### src/design/psw_pkg.sv
// ----------------------------------------------------------------------------
// psw_pkg - shared definitions for the predictive soil watering controller
// Payload structs, controller/datapath command and status groups, register
// indexes, reason codes and the fixed-point constants of the decision logic.
// ----------------------------------------------------------------------------
package psw_pkg;

    // History ring depth default
    localparam int HISTORY_DEPTH_DEF = 16;

    // Field widths
    localparam int TIME_W   = 32;
    localparam int MOIST_W  = 10;
    localparam int TEMP_W   = 12;
    localparam int REASON_W = 3;
    localparam int MIN_W    = 9;
    localparam int QK_W     = $clog2(MIN_W);

    // Configuration port
    localparam int CFG_IDX_W  = 32;
    localparam int CFG_DATA_W = 32;

    localparam logic [CFG_IDX_W-1:0] CFG_ENABLE      = 32'd0;
    localparam logic [CFG_IDX_W-1:0] CFG_SETPOINT    = 32'd1;
    localparam logic [CFG_IDX_W-1:0] CFG_HYSTERESIS  = 32'd2;
    localparam logic [CFG_IDX_W-1:0] CFG_INTERVAL    = 32'd3;
    localparam logic [CFG_IDX_W-1:0] CFG_COOLDOWN    = 32'd4;
    localparam logic [CFG_IDX_W-1:0] CFG_PULSE       = 32'd5;
    localparam logic [CFG_IDX_W-1:0] CFG_DAILY_LIMIT = 32'd6;

    // Register reset values
    localparam logic               RST_ENABLE      = 1'b1;
    localparam logic [MOIST_W-1:0] RST_SETPOINT    = 10'd600;
    localparam logic [MOIST_W-1:0] RST_HYSTERESIS  = 10'd100;
    localparam logic [TIME_W-1:0]  RST_INTERVAL    = 32'd60000;
    localparam logic [TIME_W-1:0]  RST_COOLDOWN    = 32'd600000;
    localparam logic [TIME_W-1:0]  RST_PULSE       = 32'd5000;
    localparam logic [TIME_W-1:0]  RST_DAILY_LIMIT = 32'd120000;

    // Reason codes
    localparam logic [REASON_W-1:0] REASON_NONE      = 3'd0;
    localparam logic [REASON_W-1:0] REASON_INVALID   = 3'd1;
    localparam logic [REASON_W-1:0] REASON_BLOCKED   = 3'd2;
    localparam logic [REASON_W-1:0] REASON_DRY       = 3'd3;
    localparam logic [REASON_W-1:0] REASON_PREDICTED = 3'd4;
    localparam logic [REASON_W-1:0] REASON_RISING    = 3'd5;

    // Fixed-point constants (moisture 0.1 %, temperature 0.1 C, time ms)
    localparam logic [MOIST_W-1:0]       MOIST_MAX    = 10'd1000;  // setpoint cap
    localparam logic [MOIST_W-1:0]       HYST_MIN     = 10'd10;    // 1 % minimum band
    localparam logic signed [TEMP_W-1:0] COLD_LIMIT   = 12'sd50;   // 5.0 C
    localparam logic [TIME_W-1:0]        TREND_MIN_DT = 32'd540000; // 0.15 h
    localparam logic [19:0]              FALL_K       = 20'd720000; // -0.5 %/h test
    localparam logic [16:0]              RISE_K       = 17'd120000; // 3 %/h test
    localparam logic [24:0]              HORIZON_K    = 25'd21600000; // 6 h
    localparam logic [15:0]              MINUTE_K     = 16'd60000;  // ms per minute

    // Input transaction payload
    typedef struct packed {
        logic [TIME_W-1:0]        now_ms;
        logic                     moisture_valid;
        logic [MOIST_W-1:0]       moisture;
        logic                     soil_temp_valid;
        logic signed [TEMP_W-1:0] soil_temp;
        logic [TIME_W-1:0]        pump_ms_today;
    } t_in;

    // Result transaction payload
    typedef struct packed {
        logic                start_pump;
        logic [REASON_W-1:0] reason;
        logic [MIN_W-1:0]    predicted_minutes;
    } t_out;

    // Controller to datapath commands
    typedef struct packed {
        logic load;      // capture input transaction
        logic check;     // gating tests, history store
        logic rd_new;    // read newest sample
        logic rd_old;    // read oldest sample, keep newest
        logic diff;      // time and moisture differences
        logic slope;     // falling / rising tests
        logic mul;       // prediction products
        logic cmp;       // final decision
        logic div_step;  // one quotient bit
        logic finish;    // load result register
    } t_cmd;

    // Datapath to controller status
    typedef struct packed {
        logic early;     // disabled or invalid moisture
        logic blocked;   // cooldown, budget or cold soil
        logic need_div;  // predicted watering, minutes needed
        logic div_last;  // last quotient bit
        logic out_full;  // result register cannot take a new result
    } t_sts;

endpackage

### src/design/psw_ram.sv
// ----------------------------------------------------------------------------
// psw_ram - generic single-write, single-read RAM
// One write port and one read port with registered read data.
// ----------------------------------------------------------------------------
module psw_ram #(
    parameter int WIDTH = 8,
    parameter int DEPTH = 16
) (
    input  logic                     i_clk,
    input  logic                     i_we,
    input  logic [$clog2(DEPTH)-1:0] i_waddr,
    input  logic [WIDTH-1:0]         i_wdata,
    input  logic                     i_re,
    input  logic [$clog2(DEPTH)-1:0] i_raddr,
    output logic [WIDTH-1:0]         o_rdata
);

    logic [WIDTH-1:0] r_mem [DEPTH];
    logic [WIDTH-1:0] r_rdata;

    // Write port
    always_ff @(posedge i_clk) begin
        if (i_we) begin
            r_mem[i_waddr] <= i_wdata;
        end
    end

    // Registered read port
    always_ff @(posedge i_clk) begin
        if (i_re) begin
            r_rdata <= r_mem[i_raddr];
        end
    end

    assign o_rdata = r_rdata;

endmodule

### src/design/psw_ctrl.sv
// ----------------------------------------------------------------------------
// psw_ctrl - sequencer of the watering decision
// Steps the datapath through capture, gating, history reads, slope tests,
// prediction products and the serial minutes division.
// ----------------------------------------------------------------------------
module psw_ctrl (
    input  logic          i_clk,
    input  logic          i_rst_n,
    input  logic          i_in_valid,
    output logic          o_in_ready,
    input  psw_pkg::t_sts i_sts,
    output psw_pkg::t_cmd o_cmd
);
    import psw_pkg::*;

    localparam logic [3:0] S_IDLE   = 4'd0;
    localparam logic [3:0] S_CHECK  = 4'd1;
    localparam logic [3:0] S_RD_NEW = 4'd2;
    localparam logic [3:0] S_RD_OLD = 4'd3;
    localparam logic [3:0] S_DIFF   = 4'd4;
    localparam logic [3:0] S_SLOPE  = 4'd5;
    localparam logic [3:0] S_MUL    = 4'd6;
    localparam logic [3:0] S_CMP    = 4'd7;
    localparam logic [3:0] S_DIV    = 4'd8;
    localparam logic [3:0] S_FIN    = 4'd9;

    logic [3:0] r_state;
    logic [3:0] n_state;

    assign o_in_ready = (r_state == S_IDLE);

    // Next state and commands
    always_comb begin
        n_state = r_state;
        o_cmd   = '0;
        unique case (r_state)
            S_IDLE: begin
                if (i_in_valid) begin
                    o_cmd.load = 1'b1;
                    n_state    = i_sts.early ? S_FIN : S_CHECK;
                end
            end
            S_CHECK: begin
                o_cmd.check = 1'b1;
                n_state     = i_sts.blocked ? S_FIN : S_RD_NEW;
            end
            S_RD_NEW: begin
                o_cmd.rd_new = 1'b1;
                n_state      = S_RD_OLD;
            end
            S_RD_OLD: begin
                o_cmd.rd_old = 1'b1;
                n_state      = S_DIFF;
            end
            S_DIFF: begin
                o_cmd.diff = 1'b1;
                n_state    = S_SLOPE;
            end
            S_SLOPE: begin
                o_cmd.slope = 1'b1;
                n_state     = S_MUL;
            end
            S_MUL: begin
                o_cmd.mul = 1'b1;
                n_state   = S_CMP;
            end
            S_CMP: begin
                o_cmd.cmp = 1'b1;
                n_state   = i_sts.need_div ? S_DIV : S_FIN;
            end
            S_DIV: begin
                o_cmd.div_step = 1'b1;
                n_state        = i_sts.div_last ? S_FIN : S_DIV;
            end
            S_FIN: begin
                if (!i_sts.out_full) begin
                    o_cmd.finish = 1'b1;
                    n_state      = S_IDLE;
                end
            end
            default: begin
                n_state = S_IDLE;
            end
        endcase
    end

    // State register
    always_ff @(posedge i_clk) begin
        if (!i_rst_n) begin
            r_state <= S_IDLE;
        end else begin
            r_state <= n_state;
        end
    end

endmodule

### src/design/psw_datapath.sv
// ----------------------------------------------------------------------------
// psw_datapath - registers, history ring and arithmetic of the controller
// Holds configuration and history state, evaluates gating and trend tests,
// divides for the minutes estimate and keeps the result register.
// ----------------------------------------------------------------------------
module psw_datapath #(
    parameter int HISTORY_DEPTH = psw_pkg::HISTORY_DEPTH_DEF
) (
    input  logic                              i_clk,
    input  logic                              i_rst_n,
    input  psw_pkg::t_in                      i_in_data,
    input  psw_pkg::t_cmd                     i_cmd,
    output psw_pkg::t_sts                     o_sts,
    output logic                              o_out_valid,
    input  logic                              i_out_ready,
    output psw_pkg::t_out                     o_out_data,
    input  logic                              i_cfg_valid,
    output logic                              o_cfg_ready,
    input  logic [psw_pkg::CFG_IDX_W-1:0]     i_cfg_index,
    input  logic [psw_pkg::CFG_DATA_W-1:0]    i_cfg_data
);
    import psw_pkg::*;

    localparam int SW     = $clog2(HISTORY_DEPTH);
    localparam int CW     = $clog2(HISTORY_DEPTH + 1);
    localparam int WORD_W = MOIST_W + TIME_W;
    localparam int NUM_W  = MOIST_W + TIME_W;   // a * dt
    localparam int LIM_W  = MOIST_W + 25;       // b * horizon
    localparam int DIV_W  = MOIST_W + 16;       // b * minute

    // Configuration registers
    logic               r_enable;
    logic [MOIST_W-1:0] r_setpoint;
    logic [MOIST_W-1:0] r_hyst;
    logic [TIME_W-1:0]  r_interval;
    logic [TIME_W-1:0]  r_cooldown;
    logic [TIME_W-1:0]  r_pulse;
    logic [TIME_W-1:0]  r_limit;

    // History bookkeeping
    logic [SW-1:0]      r_slot;
    logic [CW-1:0]      r_count;
    logic [TIME_W-1:0]  r_last_sample;
    logic [TIME_W-1:0]  r_last_pump;

    // Transaction working registers
    t_in                r_in;
    logic [MOIST_W-1:0] r_dry;
    logic [MOIST_W-1:0] r_new_m;
    logic [TIME_W-1:0]  r_new_t;
    logic [TIME_W-1:0]  r_dt;
    logic [MOIST_W-1:0] r_dm_mag;
    logic               r_dm_neg;
    logic               r_dm_pos;
    logic               r_trend;
    logic [MOIST_W-1:0] r_a;
    logic               r_dry_hit;
    logic               r_falling;
    logic               r_rising;
    logic [NUM_W-1:0]   r_num;
    logic [LIM_W-1:0]   r_lim;
    logic [DIV_W-1:0]   r_divisor;
    logic [NUM_W-1:0]   r_rem;
    logic [MIN_W-1:0]   r_quot;
    logic [QK_W-1:0]    r_k;
    logic [REASON_W-1:0] r_reason;
    logic               r_start;
    t_out               r_out;
    logic               r_out_valid;

    // Combinational helpers
    logic [MOIST_W-1:0] sp_cap;
    logic [MOIST_W-1:0] hy_min;
    logic [MOIST_W-1:0] dry_level;
    logic               store_ok;
    logic               cool_ok;
    logic               budget_ok;
    logic               cold;
    logic [SW-1:0]      new_idx;
    logic [SW-1:0]      old_idx;
    logic [CW:0]        slot_ext;
    logic [CW:0]        count_ext;
    logic [WORD_W-1:0]  ram_rdata;
    logic [MOIST_W-1:0] old_m;
    logic [TIME_W-1:0]  old_t;
    logic [TIME_W-1:0]  dt;
    logic [29:0]        fall_prod;
    logic [26:0]        rise_prod;
    logic               predicted;
    logic [NUM_W-1:0]   div_shifted;

    assign o_cfg_ready = 1'b1;

    // Dry threshold: capped setpoint minus raised hysteresis, floored at zero
    always_comb begin
        sp_cap    = (r_setpoint > MOIST_MAX) ? MOIST_MAX : r_setpoint;
        hy_min    = (r_hyst < HYST_MIN) ? HYST_MIN : r_hyst;
        dry_level = (sp_cap > hy_min) ? (sp_cap - hy_min) : '0;
    end

    // Gating tests on the captured transaction
    assign store_ok  = (r_in.now_ms - r_last_sample) >= r_interval;
    assign cool_ok   = (r_in.now_ms - r_last_pump) > r_cooldown;
    assign budget_ok = ({1'b0, r_in.pump_ms_today} + {1'b0, r_pulse}) <= {1'b0, r_limit};
    assign cold      = r_in.soil_temp_valid && (r_in.soil_temp < COLD_LIMIT);

    // Ring indexes of the newest and oldest samples
    assign slot_ext  = (CW + 1)'(r_slot);
    assign count_ext = (CW + 1)'(r_count);
    always_comb begin
        new_idx = (r_slot == '0) ? SW'(HISTORY_DEPTH - 1) : (r_slot - 1'b1);
        if (slot_ext >= count_ext) begin
            old_idx = SW'(slot_ext - count_ext);
        end else begin
            old_idx = SW'(slot_ext + (CW + 1)'(HISTORY_DEPTH) - count_ext);
        end
    end

    // History ring: moisture and timestamp in one word
    psw_ram #(
        .WIDTH (WORD_W),
        .DEPTH (HISTORY_DEPTH)
    ) u_hist (
        .i_clk   (i_clk),
        .i_we    (i_cmd.check && store_ok),
        .i_waddr (r_slot),
        .i_wdata ({r_in.moisture, r_in.now_ms}),
        .i_re    (i_cmd.rd_new || i_cmd.rd_old),
        .i_raddr (i_cmd.rd_old ? old_idx : new_idx),
        .o_rdata (ram_rdata)
    );

    assign old_m = ram_rdata[TIME_W +: MOIST_W];
    assign old_t = ram_rdata[TIME_W-1:0];
    assign dt    = r_new_t - old_t;

    // Slope products and prediction test
    assign fall_prod   = 30'(r_dm_mag) * 30'(FALL_K);
    assign rise_prod   = 27'(r_dm_mag) * 27'(RISE_K);
    assign predicted   = r_falling && !r_dry_hit && (r_num < NUM_W'(r_lim));
    assign div_shifted = NUM_W'(r_divisor) << r_k;

    // Status to the controller
    always_comb begin
        o_sts.early    = !r_enable || !i_in_data.moisture_valid;
        o_sts.blocked  = !cool_ok || !budget_ok || cold;
        o_sts.need_div = predicted && !r_rising;
        o_sts.div_last = (r_k == '0);
        o_sts.out_full = r_out_valid && !i_out_ready;
    end

    // Configuration writes
    always_ff @(posedge i_clk) begin
        if (!i_rst_n) begin
            r_enable   <= RST_ENABLE;
            r_setpoint <= RST_SETPOINT;
            r_hyst     <= RST_HYSTERESIS;
            r_interval <= RST_INTERVAL;
            r_cooldown <= RST_COOLDOWN;
            r_pulse    <= RST_PULSE;
            r_limit    <= RST_DAILY_LIMIT;
        end else if (i_cfg_valid) begin
            unique case (i_cfg_index)
                CFG_ENABLE:      r_enable   <= i_cfg_data[0];
                CFG_SETPOINT:    r_setpoint <= i_cfg_data[MOIST_W-1:0];
                CFG_HYSTERESIS:  r_hyst     <= i_cfg_data[MOIST_W-1:0];
                CFG_INTERVAL:    r_interval <= i_cfg_data[TIME_W-1:0];
                CFG_COOLDOWN:    r_cooldown <= i_cfg_data[TIME_W-1:0];
                CFG_PULSE:       r_pulse    <= i_cfg_data[TIME_W-1:0];
                CFG_DAILY_LIMIT: r_limit    <= i_cfg_data[TIME_W-1:0];
                default: ;
            endcase
        end
    end

    // History pointers and pump timestamp
    always_ff @(posedge i_clk) begin
        if (!i_rst_n) begin
            r_slot        <= '0;
            r_count       <= '0;
            r_last_sample <= '0;
            r_last_pump   <= '0;
        end else begin
            if (i_cmd.check && store_ok) begin
                r_last_sample <= r_in.now_ms;
                if (r_count < CW'(HISTORY_DEPTH)) begin
                    r_count <= r_count + 1'b1;
                end
                r_slot <= (r_slot == SW'(HISTORY_DEPTH - 1)) ? '0 : (r_slot + 1'b1);
            end
            if (i_cmd.finish && r_start) begin
                r_last_pump <= r_in.now_ms;
            end
        end
    end

    // Decision pipeline of one transaction
    always_ff @(posedge i_clk) begin
        if (i_cmd.load) begin
            r_in    <= i_in_data;
            r_start <= 1'b0;
            r_quot  <= '0;
            if (!r_enable) begin
                r_reason <= REASON_BLOCKED;
            end else if (!i_in_data.moisture_valid) begin
                r_reason <= REASON_INVALID;
            end else begin
                r_reason <= REASON_NONE;
            end
        end
        if (i_cmd.check) begin
            r_dry <= dry_level;
            if (o_sts.blocked) begin
                r_reason <= REASON_BLOCKED;
            end
        end
        if (i_cmd.rd_old) begin
            r_new_m <= ram_rdata[TIME_W +: MOIST_W];
            r_new_t <= ram_rdata[TIME_W-1:0];
        end
        // differences of newest against oldest
        if (i_cmd.diff) begin
            r_dt      <= dt;
            r_dm_neg  <= r_new_m < old_m;
            r_dm_pos  <= r_new_m > old_m;
            r_dm_mag  <= (r_new_m >= old_m) ? (r_new_m - old_m) : (old_m - r_new_m);
            r_trend   <= (r_count >= CW'(2)) && (dt > TREND_MIN_DT);
            r_dry_hit <= r_in.moisture <= r_dry;
            r_a       <= (r_in.moisture > r_dry) ? (r_in.moisture - r_dry) : '0;
        end
        // slope tests by cross-multiplication
        if (i_cmd.slope) begin
            r_falling <= r_trend && r_dm_neg && (TIME_W'(fall_prod) > r_dt);
            r_rising  <= r_trend && r_dm_pos && (TIME_W'(rise_prod) > r_dt);
        end
        if (i_cmd.mul) begin
            r_num     <= NUM_W'(r_a) * NUM_W'(r_dt);
            r_lim     <= LIM_W'(r_dm_mag) * LIM_W'(HORIZON_K);
            r_divisor <= DIV_W'(r_dm_mag) * DIV_W'(MINUTE_K);
        end
        // final reason and division setup
        if (i_cmd.cmp) begin
            r_rem <= r_num;
            r_k   <= QK_W'(MIN_W - 1);
            priority if (r_dry_hit) begin
                r_reason <= r_rising ? REASON_RISING : REASON_DRY;
                r_start  <= !r_rising;
            end else if (predicted) begin
                r_reason <= r_rising ? REASON_RISING : REASON_PREDICTED;
                r_start  <= !r_rising;
            end else begin
                r_reason <= REASON_NONE;
            end
        end
        // restoring division, one quotient bit per step
        if (i_cmd.div_step) begin
            if (r_rem >= div_shifted) begin
                r_rem       <= r_rem - div_shifted;
                r_quot[r_k] <= 1'b1;
            end
            r_k <= r_k - 1'b1;
        end
        if (i_cmd.finish) begin
            r_out.start_pump        <= r_start;
            r_out.reason            <= r_reason;
            r_out.predicted_minutes <= (r_reason == REASON_PREDICTED) ? r_quot : '0;
        end
    end

    // Result register valid
    always_ff @(posedge i_clk) begin
        if (!i_rst_n) begin
            r_out_valid <= 1'b0;
        end else if (i_cmd.finish) begin
            r_out_valid <= 1'b1;
        end else if (i_out_ready) begin
            r_out_valid <= 1'b0;
        end
    end

    assign o_out_valid = r_out_valid;
    assign o_out_data  = r_out;

    // Ring pointers stay in range
    a_ring_range: assert property (@(posedge i_clk) disable iff (!i_rst_n)
        (r_slot <= SW'(HISTORY_DEPTH - 1)) && (r_count <= CW'(HISTORY_DEPTH)))
        else $error("history pointer out of range");

    // A pump start goes only with a dry or predicted reason
    a_start_reason: assert property (@(posedge i_clk) disable iff (!i_rst_n)
        r_out_valid |-> (r_out.start_pump ==
            ((r_out.reason == REASON_DRY) || (r_out.reason == REASON_PREDICTED))))
        else $error("start_pump inconsistent with reason");

    // Minutes only with a prediction, and then inside six hours
    a_minutes: assert property (@(posedge i_clk) disable iff (!i_rst_n)
        r_out_valid |-> ((r_out.reason == REASON_PREDICTED) ?
            (r_out.predicted_minutes < MIN_W'(360)) : (r_out.predicted_minutes == '0)))
        else $error("predicted_minutes out of range");

    // A delivered start records its timestamp for the cooldown
    a_pump_time: assert property (@(posedge i_clk) disable iff (!i_rst_n)
        (i_cmd.finish && r_start) |=> (r_last_pump == $past(r_in.now_ms)))
        else $error("last pump time not updated");

endmodule

### src/design/predictive_soil_watering_control.sv
// ----------------------------------------------------------------------------
// predictive_soil_watering_control - soil moisture watering decision
// Stores moisture history, applies cooldown, budget and cold-soil blocks and
// decides on a pump pulse from dryness or a predicted drying trend.
// ----------------------------------------------------------------------------
// Usage:
//   Input channel (i_in_valid / o_in_ready / i_in_data) takes one control run
//   per transaction; output channel (o_out_valid / i_out_ready / o_out_data)
//   returns exactly one decision per run. Configuration writes use
//   i_cfg_valid / o_cfg_ready with a register index and data; the port is
//   always ready and is to be written only between runs by the user; the
//   block itself does not enforce this. A disabled or invalid run goes
//   straight to the result step, a blocked run after the gating check;
//   other runs pass the history reads, differences, slope tests, products
//   and decision, then the restoring divider, one minutes bit per cycle,
//   when a minutes estimate is needed. The two history reads share the
//   single RAM read port. One run is in flight at a time; runs are accepted only in idle.
//   A finished result sits in the output register while the next run is
//   accepted; a stalled receiver holds the next result in its last step
//   until the register frees up.
//   Reset (synchronous, active low) restores the register defaults and
//   empties the history; the history RAM itself needs no clearing.
// ----------------------------------------------------------------------------
module predictive_soil_watering_control #(
    parameter int HISTORY_DEPTH = psw_pkg::HISTORY_DEPTH_DEF
) (
    input  logic                           i_clk,
    input  logic                           i_rst_n,
    input  logic                           i_in_valid,
    output logic                           o_in_ready,
    input  psw_pkg::t_in                   i_in_data,
    output logic                           o_out_valid,
    input  logic                           i_out_ready,
    output psw_pkg::t_out                  o_out_data,
    input  logic                           i_cfg_valid,
    output logic                           o_cfg_ready,
    input  logic [psw_pkg::CFG_IDX_W-1:0]  i_cfg_index,
    input  logic [psw_pkg::CFG_DATA_W-1:0] i_cfg_data
);
    import psw_pkg::*;

    t_cmd cmd;
    t_sts sts;

    // Sequencer
    psw_ctrl u_ctrl (
        .i_clk      (i_clk),
        .i_rst_n    (i_rst_n),
        .i_in_valid (i_in_valid),
        .o_in_ready (o_in_ready),
        .i_sts      (sts),
        .o_cmd      (cmd)
    );

    // Registers, history and arithmetic
    psw_datapath #(
        .HISTORY_DEPTH (HISTORY_DEPTH)
    ) u_datapath (
        .i_clk       (i_clk),
        .i_rst_n     (i_rst_n),
        .i_in_data   (i_in_data),
        .i_cmd       (cmd),
        .o_sts       (sts),
        .o_out_valid (o_out_valid),
        .i_out_ready (i_out_ready),
        .o_out_data  (o_out_data),
        .i_cfg_valid (i_cfg_valid),
        .o_cfg_ready (o_cfg_ready),
        .i_cfg_index (i_cfg_index),
        .i_cfg_data  (i_cfg_data)
    );

endmodule

### config.mk
export PLATFORM = sky130hd
export DESIGN_NAME = predictive_soil_watering_control
export DESIGN_NICKNAME = d
export VERILOG_FILES = /design/src/design/psw_pkg.sv /design/src/design/psw_ram.sv /design/src/design/psw_ctrl.sv /design/src/design/psw_datapath.sv /design/src/design/predictive_soil_watering_control.sv
export SDC_FILE = /design/constraint.sdc
export NUM_CORES = 2
export LEC_CHECK = 0
export BUFFER_PORTS_ARGS = -buffer_cell sky130_fd_sc_hd__buf_2
export CORE_UTILIZATION = 65
export CTS_BUF_LIST = sky130_fd_sc_hd__clkbuf_8
export CTS_CLUSTER_DIAMETER = 150
export CTS_CLUSTER_SIZE = 8
export DETAILED_ROUTE_END_ITERATION = 16
export PLACE_DENSITY = 0.83
export SYNTH_ARGS = -nofsm -noshare
export SYNTH_HDL_FRONTEND = slang
export SYNTH_SLANG_ARGS = --single-unit
### constraint.sdc
create_clock -name i_clk -period 11.63 [get_ports i_clk]
set_clock_uncertainty 0.1 [all_clocks]
set_input_delay 2.326 -clock i_clk [delete_from_list [all_inputs] [get_ports i_clk]]
set_output_delay 2.326 -clock i_clk [all_outputs]
set_load 0.005 [all_outputs]
; Word-level counts from Yosys, hierarchy flattened
; Memory sizes are Yosys's and may differ from the RTL's. A register that Yosys moved wholly into a read port is not among the register bits.
; Cells that the tools add are included.
[word_totals]
in_bits = 157
wordCells = 199
ff_bits = 586
ramBits = 672
mem_count = 1
out_inout_bits = 16
[classes]
bitwise = 1
n_mux = 54
mul = 5
n_eq_ne = 19
shifts = 1
add_sub_neg = 16
order_cmp = 22
n_reduce_logical = 39
[memory_table]
columns = name, depth, word_bits, rd, rd_ports_with_merged_regs, wr, line
row1 = u_datapath.u_hist.r_mem, 16, 42, 1, 1, 1, psw_ram.sv:18  ; logic [WIDTH-1:0] r_mem [DEPTH];
[ops]
columns = op, count
row1 = 42-bit two-way mux, 3
row2 = "32-bit by 3-bit equality test with 1-bit output, second input constant", 3
row3 = 32-bit subtractor, 3
row4 = "32-bit by 2-bit equality test with 1-bit output, second input constant", 2
row5 = 42-bit greater-or-equal comparator, 1
row6 = 42-bit by 35-bit less-than comparator with 1-bit output, 1
row7 = "10-bit by 11-bit multiplier with 21-bit output, second input constant", 2
row8 = 10-bit by 32-bit multiplier with 42-bit output, 1
row9 = 26-bit by 4-bit << shifter with 42-bit output, 1
row10 = 42-bit subtractor, 1
row11 = 4-bit two-way mux, 10
row12 = 4-bit one-hot mux with 10 select lines, 1
row13 = 10-bit subtractor, 4
row14 = 32-bit by 32-bit adder with 33-bit output, 1
row15 = 33-bit by 32-bit <= comparator with 1-bit output, 1
row16 = "32-bit by 1-bit equality test with 1-bit output, second input constant", 1
row17 = 32-bit greater-or-equal comparator, 1
row18 = 27-bit by 32-bit > comparator with 1-bit output, 1
row19 = 30-bit by 32-bit > comparator with 1-bit output, 1
row20 = "32-bit by 20-bit > comparator with 1-bit output, second input constant", 1
row21 = 32-bit > comparator, 1
row22 = 32-bit zero test, 1
row23 = 10-bit > comparator, 3
row24 = 10-bit two-way mux, 3
row25 = 34 further kinds, 109

; Depth between registers and ports, before layout
[depth]
ltp_word = 8
mapped_depth = 29
ltp_nobuf = 28

; Cells and area by module
; A second synthesis with hierarchy kept.
[hier_totals]
cells_unflattened = 6541
area_unflattened_um2 = 77182.8
[by_module_without_submodules]
columns = module, instances, cells_per_inst, seq_area_each_um2, area_per_inst_um2
row1 = psw_datapath, 1, 5399, 14353.8, 50348.3
row2 = psw_ram, 1, 1092, 21440.6, 26479.1
row3 = psw_ctrl, 1, 50, 80.1, 355.3

; Worst setup path after synthesis
; OpenSTA, ideal clock, no wires.
[synth_path]
path_type = reg2reg
start = register u_datapath.r_in[56] in the netlist's numbering
end = memory u_datapath.u_hist.r_mem[3][0] in the netlist's numbering (enable)
t_arrival_ns = 7.256
path_buffers = 0
path_slack_ns = 3.781
required_ns = 11.037
synth_period_minus_slack_ns = 7.849
setup_time_ns = 0.493
path_stages_with_launch = 27
path_cell_list = edfxtp_1 > inv_1 > ha_1 > inv_1 > fa_1 > a21o_1 > a21oi_1 > o21bai_1 > a31oi_1 > o2111ai_1 > nand2_1 > a21oi_1 > o21a_1 > nor2_1 > o21bai_1 > a21oi_1 > xnor2_1 > ha_1 > a21o_1 > a21o_1 > a21o_1 > a21oi_1 > o21ai_1 > nor2_1 > a21oi_1 > nand4_1 > nor3_1
[synth_via]
elab_chain_cells = 5
[synth_rtl]
columns = element, line
row1 = from (decl), psw_datapath.sv:47  ; t_in r_in;
row2 = from (signal assigned), psw_datapath.sv:200  ; r_in <= i_in_data;
row3 = 32-bit subtractor, psw_datapath.sv:102  ; assign store_ok = (r_in.now_ms - r_last_sample) >= r_interval;
row4 = 32-bit greater-or-equal comparator, psw_datapath.sv:102
row5 = 1-bit logical AND, psw_datapath.sv:125  ; .i_we (i_cmd.check && store_ok),
row6 = 1-bit two-way mux, psw_ram.sv:23  ; if (i_we) begin
row7 = 1-bit two-way mux (implied by the code), psw_ram.sv:24  ; r_mem[i_waddr] <= i_wdata;
row8 = to (decl), psw_ram.sv:18
; No other way between the ends.

; Worst setup path in the final report
[layout_path]
start = register u_datapath.r_in[57] in the netlist's numbering
end = memory u_datapath.u_hist.r_mem[5][8] in the netlist's numbering (enable)
; The elaborated chain is that of the path after synthesis.

==> flow_summary.json <==
{
  "synth_seq_cells": 1297,
  "layout.nets": 7914,
  "power.share.clock_pct": 22.9,
  "dieArea_sq_mm": 0.121,
  "cp.arrival_ns": 8.62,
  "powerDensity_mw_per_mm2": 166,
  "post-route-period-util_pct": 70.5,
  "cts_tree": "built",
  "multi_input_area_sq_mm": 0.0380,
  "synth_edf_count": 1018,
  "antenna_found_initial": 4,
  "cts_root_buf": "clkbuf_8",
  "drt_wl_total_microns": 186000,
  "die_x_microns": 347,
  "finish.instance_area_sq_mm": 0.0831,
  "numCtsBuffers": 180,
  "worst_pin_slew_ns": 1.40,
  "setup_viol": 0,
  "outcome": "finished clean",
  "grt_max_degree": 127,
  "htreeDepth": 4,
  "ys_warn_count": 0,
  "fmaxAchievable_mhz": 122,
  "avgRoutedWirePerCell_microns": 22.1,
  "cp_slowest_stage_delay_ns": 0.92,
  "async_reset_ff_share_pct": 0,
  "hold_class": "flip-flop to flip-flop",
  "crit_type": "flip-flop to flip-flop",
  "cp_common_cell": "o21ai_0",
  "firstDrtPassIters": 6,
  "rows": 126,
  "syn_nets": 7738,
  "seqPwrFrac_pct": 42.9,
  "start_util_pct": 65.6,
  "synth_top_area_cell": "edfxtp_1",
  "clkTransAtPathRegs_ns": 0.06,
  "p_sw_share_pct": 34.9,
  "place_area_sq_mm": 0.0801,
  "power.net_switching_mw": 4.83,
  "power_frac_comb_pct": 34.1,
  "gp_congestion": 0.925,
  "cp.required_ns": 12.05,
  "synthToLayoutAreaGrowth_pct": 7.21,
  "synthesis.area_sq_mm": 0.0775,
  "layout-drive-gt1-share_pct": 9.90,
  "syn_area_per_cell_sq_um": 11.8,
  "dp_cells": 8109,
  "tns_ns": 0,
  "regArea_sq_mm": 0.0362,
  "rsz0062_at_grt": "no",
  "mostFrequentLayoutCells": "1018 x edfxtp_1, 775 x inv_1, 732 x nand2_1, 650 x ha_1, 352 x fa_1",
  "dpl.hpwl_microns": 129000,
  "ctsResizeCount": 0,
  "synth_top_area_share_pct": 39.4,
  "cp-start-kind": "flip-flop",
  "ir_drop_v": 0.000197,
  "slew_headroom_pct": 6.40,
  "via_count": 51800,
  "clockBufferDepth": 3,
  "grt-busiest-layer": "met2",
  "p_int_mw": 8.98,
  "met1_usage_pct": 38.6,
  "grt_pass1_wl_microns": 291000,
  "portBuffers": 170,
  "first_global_vias": 52900,
  "finalHoldViolCount": 0,
  "use_met3_pct": 4.92,
  "io_pins": 173,
  "grt-ovfl-total": 0,
  "dieHeight_microns": 347,
  "clock_latency_ns": 0.93,
  "cp_slowest_cell": "nor2_4",
  "final_cell_count_no_fill": 8380,
  "synth_cells": 6579,
  "synthDistinctLibCells": 86,
  "drv_cap": 0,
  "clock-sinks": 1297,
  "postCtsSetupBuffers": 0,
  "cp_cell_sequence": "ha_1 -> nor2b_1 -> o21ai_0 -> a21boi_0 -> o211ai_1 -> a2111o_1 -> a31oi_1 -> o21ai_0 -> a21boi_0 -> o22ai_1 -> o21ai_0 -> a21oi_1 -> xnor2_1 -> ha_1 -> nand4_1 -> nor2_1 -> a221oi_1 -> o21ai_0 -> nor2_1 -> a21oi_1 -> nand4_1 -> nor2_4 -> buf_4",
  "core_sq_mm": 0.118,
  "period_needed_ns": 8.20,
  "p_leak_nw": 33.1,
  "grtUsageMet2_pct": 54.1,
  "seq_area_frac_synth_pct": 46.7,
  "maxSlewViolCount": 0,
  "route.detailed.drc": 0,
  "vias_per_cell": 6.18,
  "synth_flop_cell": "edfxtp_1",
  "path_max_fanout": 22,
  "fill_cells": 8045,
  "endpoint_kind": "flip-flop",
  "ant_nets": 0,
  "final_common_cell": "edfxtp_1",
  "worst_slack_ns": 3.43,
  "cts.hold.buffers_added": 0,
  "first_iter_violations": 4124,
  "track_usage_pct": 31.3,
  "dp_slack_ns": 3.75,
  "synth.area.top_cells": "edfxtp_1 39%, ha_1 10%, fa_1 9.1%"
}
==> state kept, by name (all words and copies together), names as in the netlist, 5 cells and up <==
signal / cells
u_datapath.u_hist.r_mem: 672
u_datapath.r_last_pump: 32
u_datapath.u_hist.o_rdata: 42
u_datapath.r_limit: 32
u_datapath.r_hyst: 10
u_datapath.r_cooldown: 32
u_datapath.r_divisor: 19
u_datapath.o_out_data: 13
u_datapath.r_a: 10
u_datapath.r_dm_mag: 10
u_datapath.r_pulse: 32
u_datapath.r_setpoint: 10
u_datapath.r_quot: 9
u_datapath.r_num: 42
u_datapath.r_dry: 10
u_datapath.r_new_t: 32
u_datapath.r_rem: 42
u_datapath.r_in: 86
u_datapath.r_count: 5
u_datapath.r_lim: 27
u_datapath.r_new_m: 10
u_datapath.r_interval: 32
u_datapath.r_dt: 32
u_datapath.r_last_sample: 32
==> layout make-up <==
type	count	share of cell area [%]
Antenna cell	4	0.0120
Inverter	707	3.20
Tap cell	1536	2.31
Clock inverter	84	0.572
Timing Repair Buffer	235	1.65
Sequential cell	1297	43.5
Multi-Input combinational cell	4334	45.7
Clock buffer	183	3.03
==> through the flow <==
| stage | util, % | hold slack, ns | total power, mW |
|---|---|---|---|
| global placement | 67.8 | 0.317 | 10.4 |
| global route | 70.4 | 0.354 | 14.6 |
| floorplan | - | 0.308 | 9.36 |
| CTS | 70.3 | 0.348 | 13.8 |
| finish | 70.4 | 0.352 | 13.8 |
| detailed placement | 67.8 | 0.334 | 10.7 |
==> critical path, delay by kind of cell, from the launching register on <==
kind	cells	cell delay, ns
xor gates and xnor gates	1	0.09
buffers and inverters	1	0.57
and+or+nand+nor	6	2.03
adders and majority gates	2	0.69
AOI/OAI and AO/OA	13	3.38
DFF	1	0.91
==> cells in the mapped netlist (all sizes together), types with 16 or more instances <==
master,n
and3,18
nand2b,47
a21boi,115
xnor2,186
ha,650
inv,706
a31oi,16
o21bai,34
or3,16
edfxtp,1018
nor3,65
nand4,71
a21oi,319
o21a,31
and2,156
mux4,175
fa,352
a211oi,76
o211ai,41
a21o,167
nand2,732
dfxtp,279
clkbuf,217
mux2i,121
nor2,225
buf,24
xor2,74
o21ai,227
nor4,24
nor2b,115
nand3,96
==> kinds of logic after synthesis <==
group,share of synthesized area (%)
AOI/OAI and AO/OA,9.64
xor gates and xnor gates,2.94
adders and majority gates,19.6
buffers and inverters,4.63
DFF,46.7
muxes,6.74
other,0.00484
and+or+nand+nor,9.81
==> metal layers <==
metal | part of all wire [%] | vias up
met5 | 0.0070 | -
met4 | 4.6 | 2
met3 | 6.8 | 538
met2 | 50 | 2167
met1 | 39 | 25400
li1 | - | 23600
==> power groups by stage <==
stage	Combinational (mW)	Sequential, mW	Clock (mW)
floorplan	3.49	5.87	0
global placement	4.47	5.98	0
detailed placement	4.64	6.02	0
CTS	4.68	5.92	3.22
global route	5.23	5.95	3.40
finish	4.72	5.93	3.17
==> path summary, 6_finish.rpt <==
kind                                                   to                           from  cells after the start  slack, ns
hold / removal                u_datapath.r_rem[4]$_DFF_P_    u_datapath.r_rem[4]$_DFF_P_                      2       0.35
setup / recovery  u_datapath.u_hist.r_mem[5][8]$_DFFE_PP_  u_datapath.r_in[57]$_DFFE_PP_                     23       3.43
hold reg to reg               u_datapath.r_rem[4]$_DFF_P_    u_datapath.r_rem[4]$_DFF_P_                      2       0.35
setup reg to reg  u_datapath.u_hist.r_mem[5][8]$_DFFE_PP_  u_datapath.r_in[57]$_DFFE_PP_                     23       3.43
No activity file was read; power rests on OpenSTA's default activity.
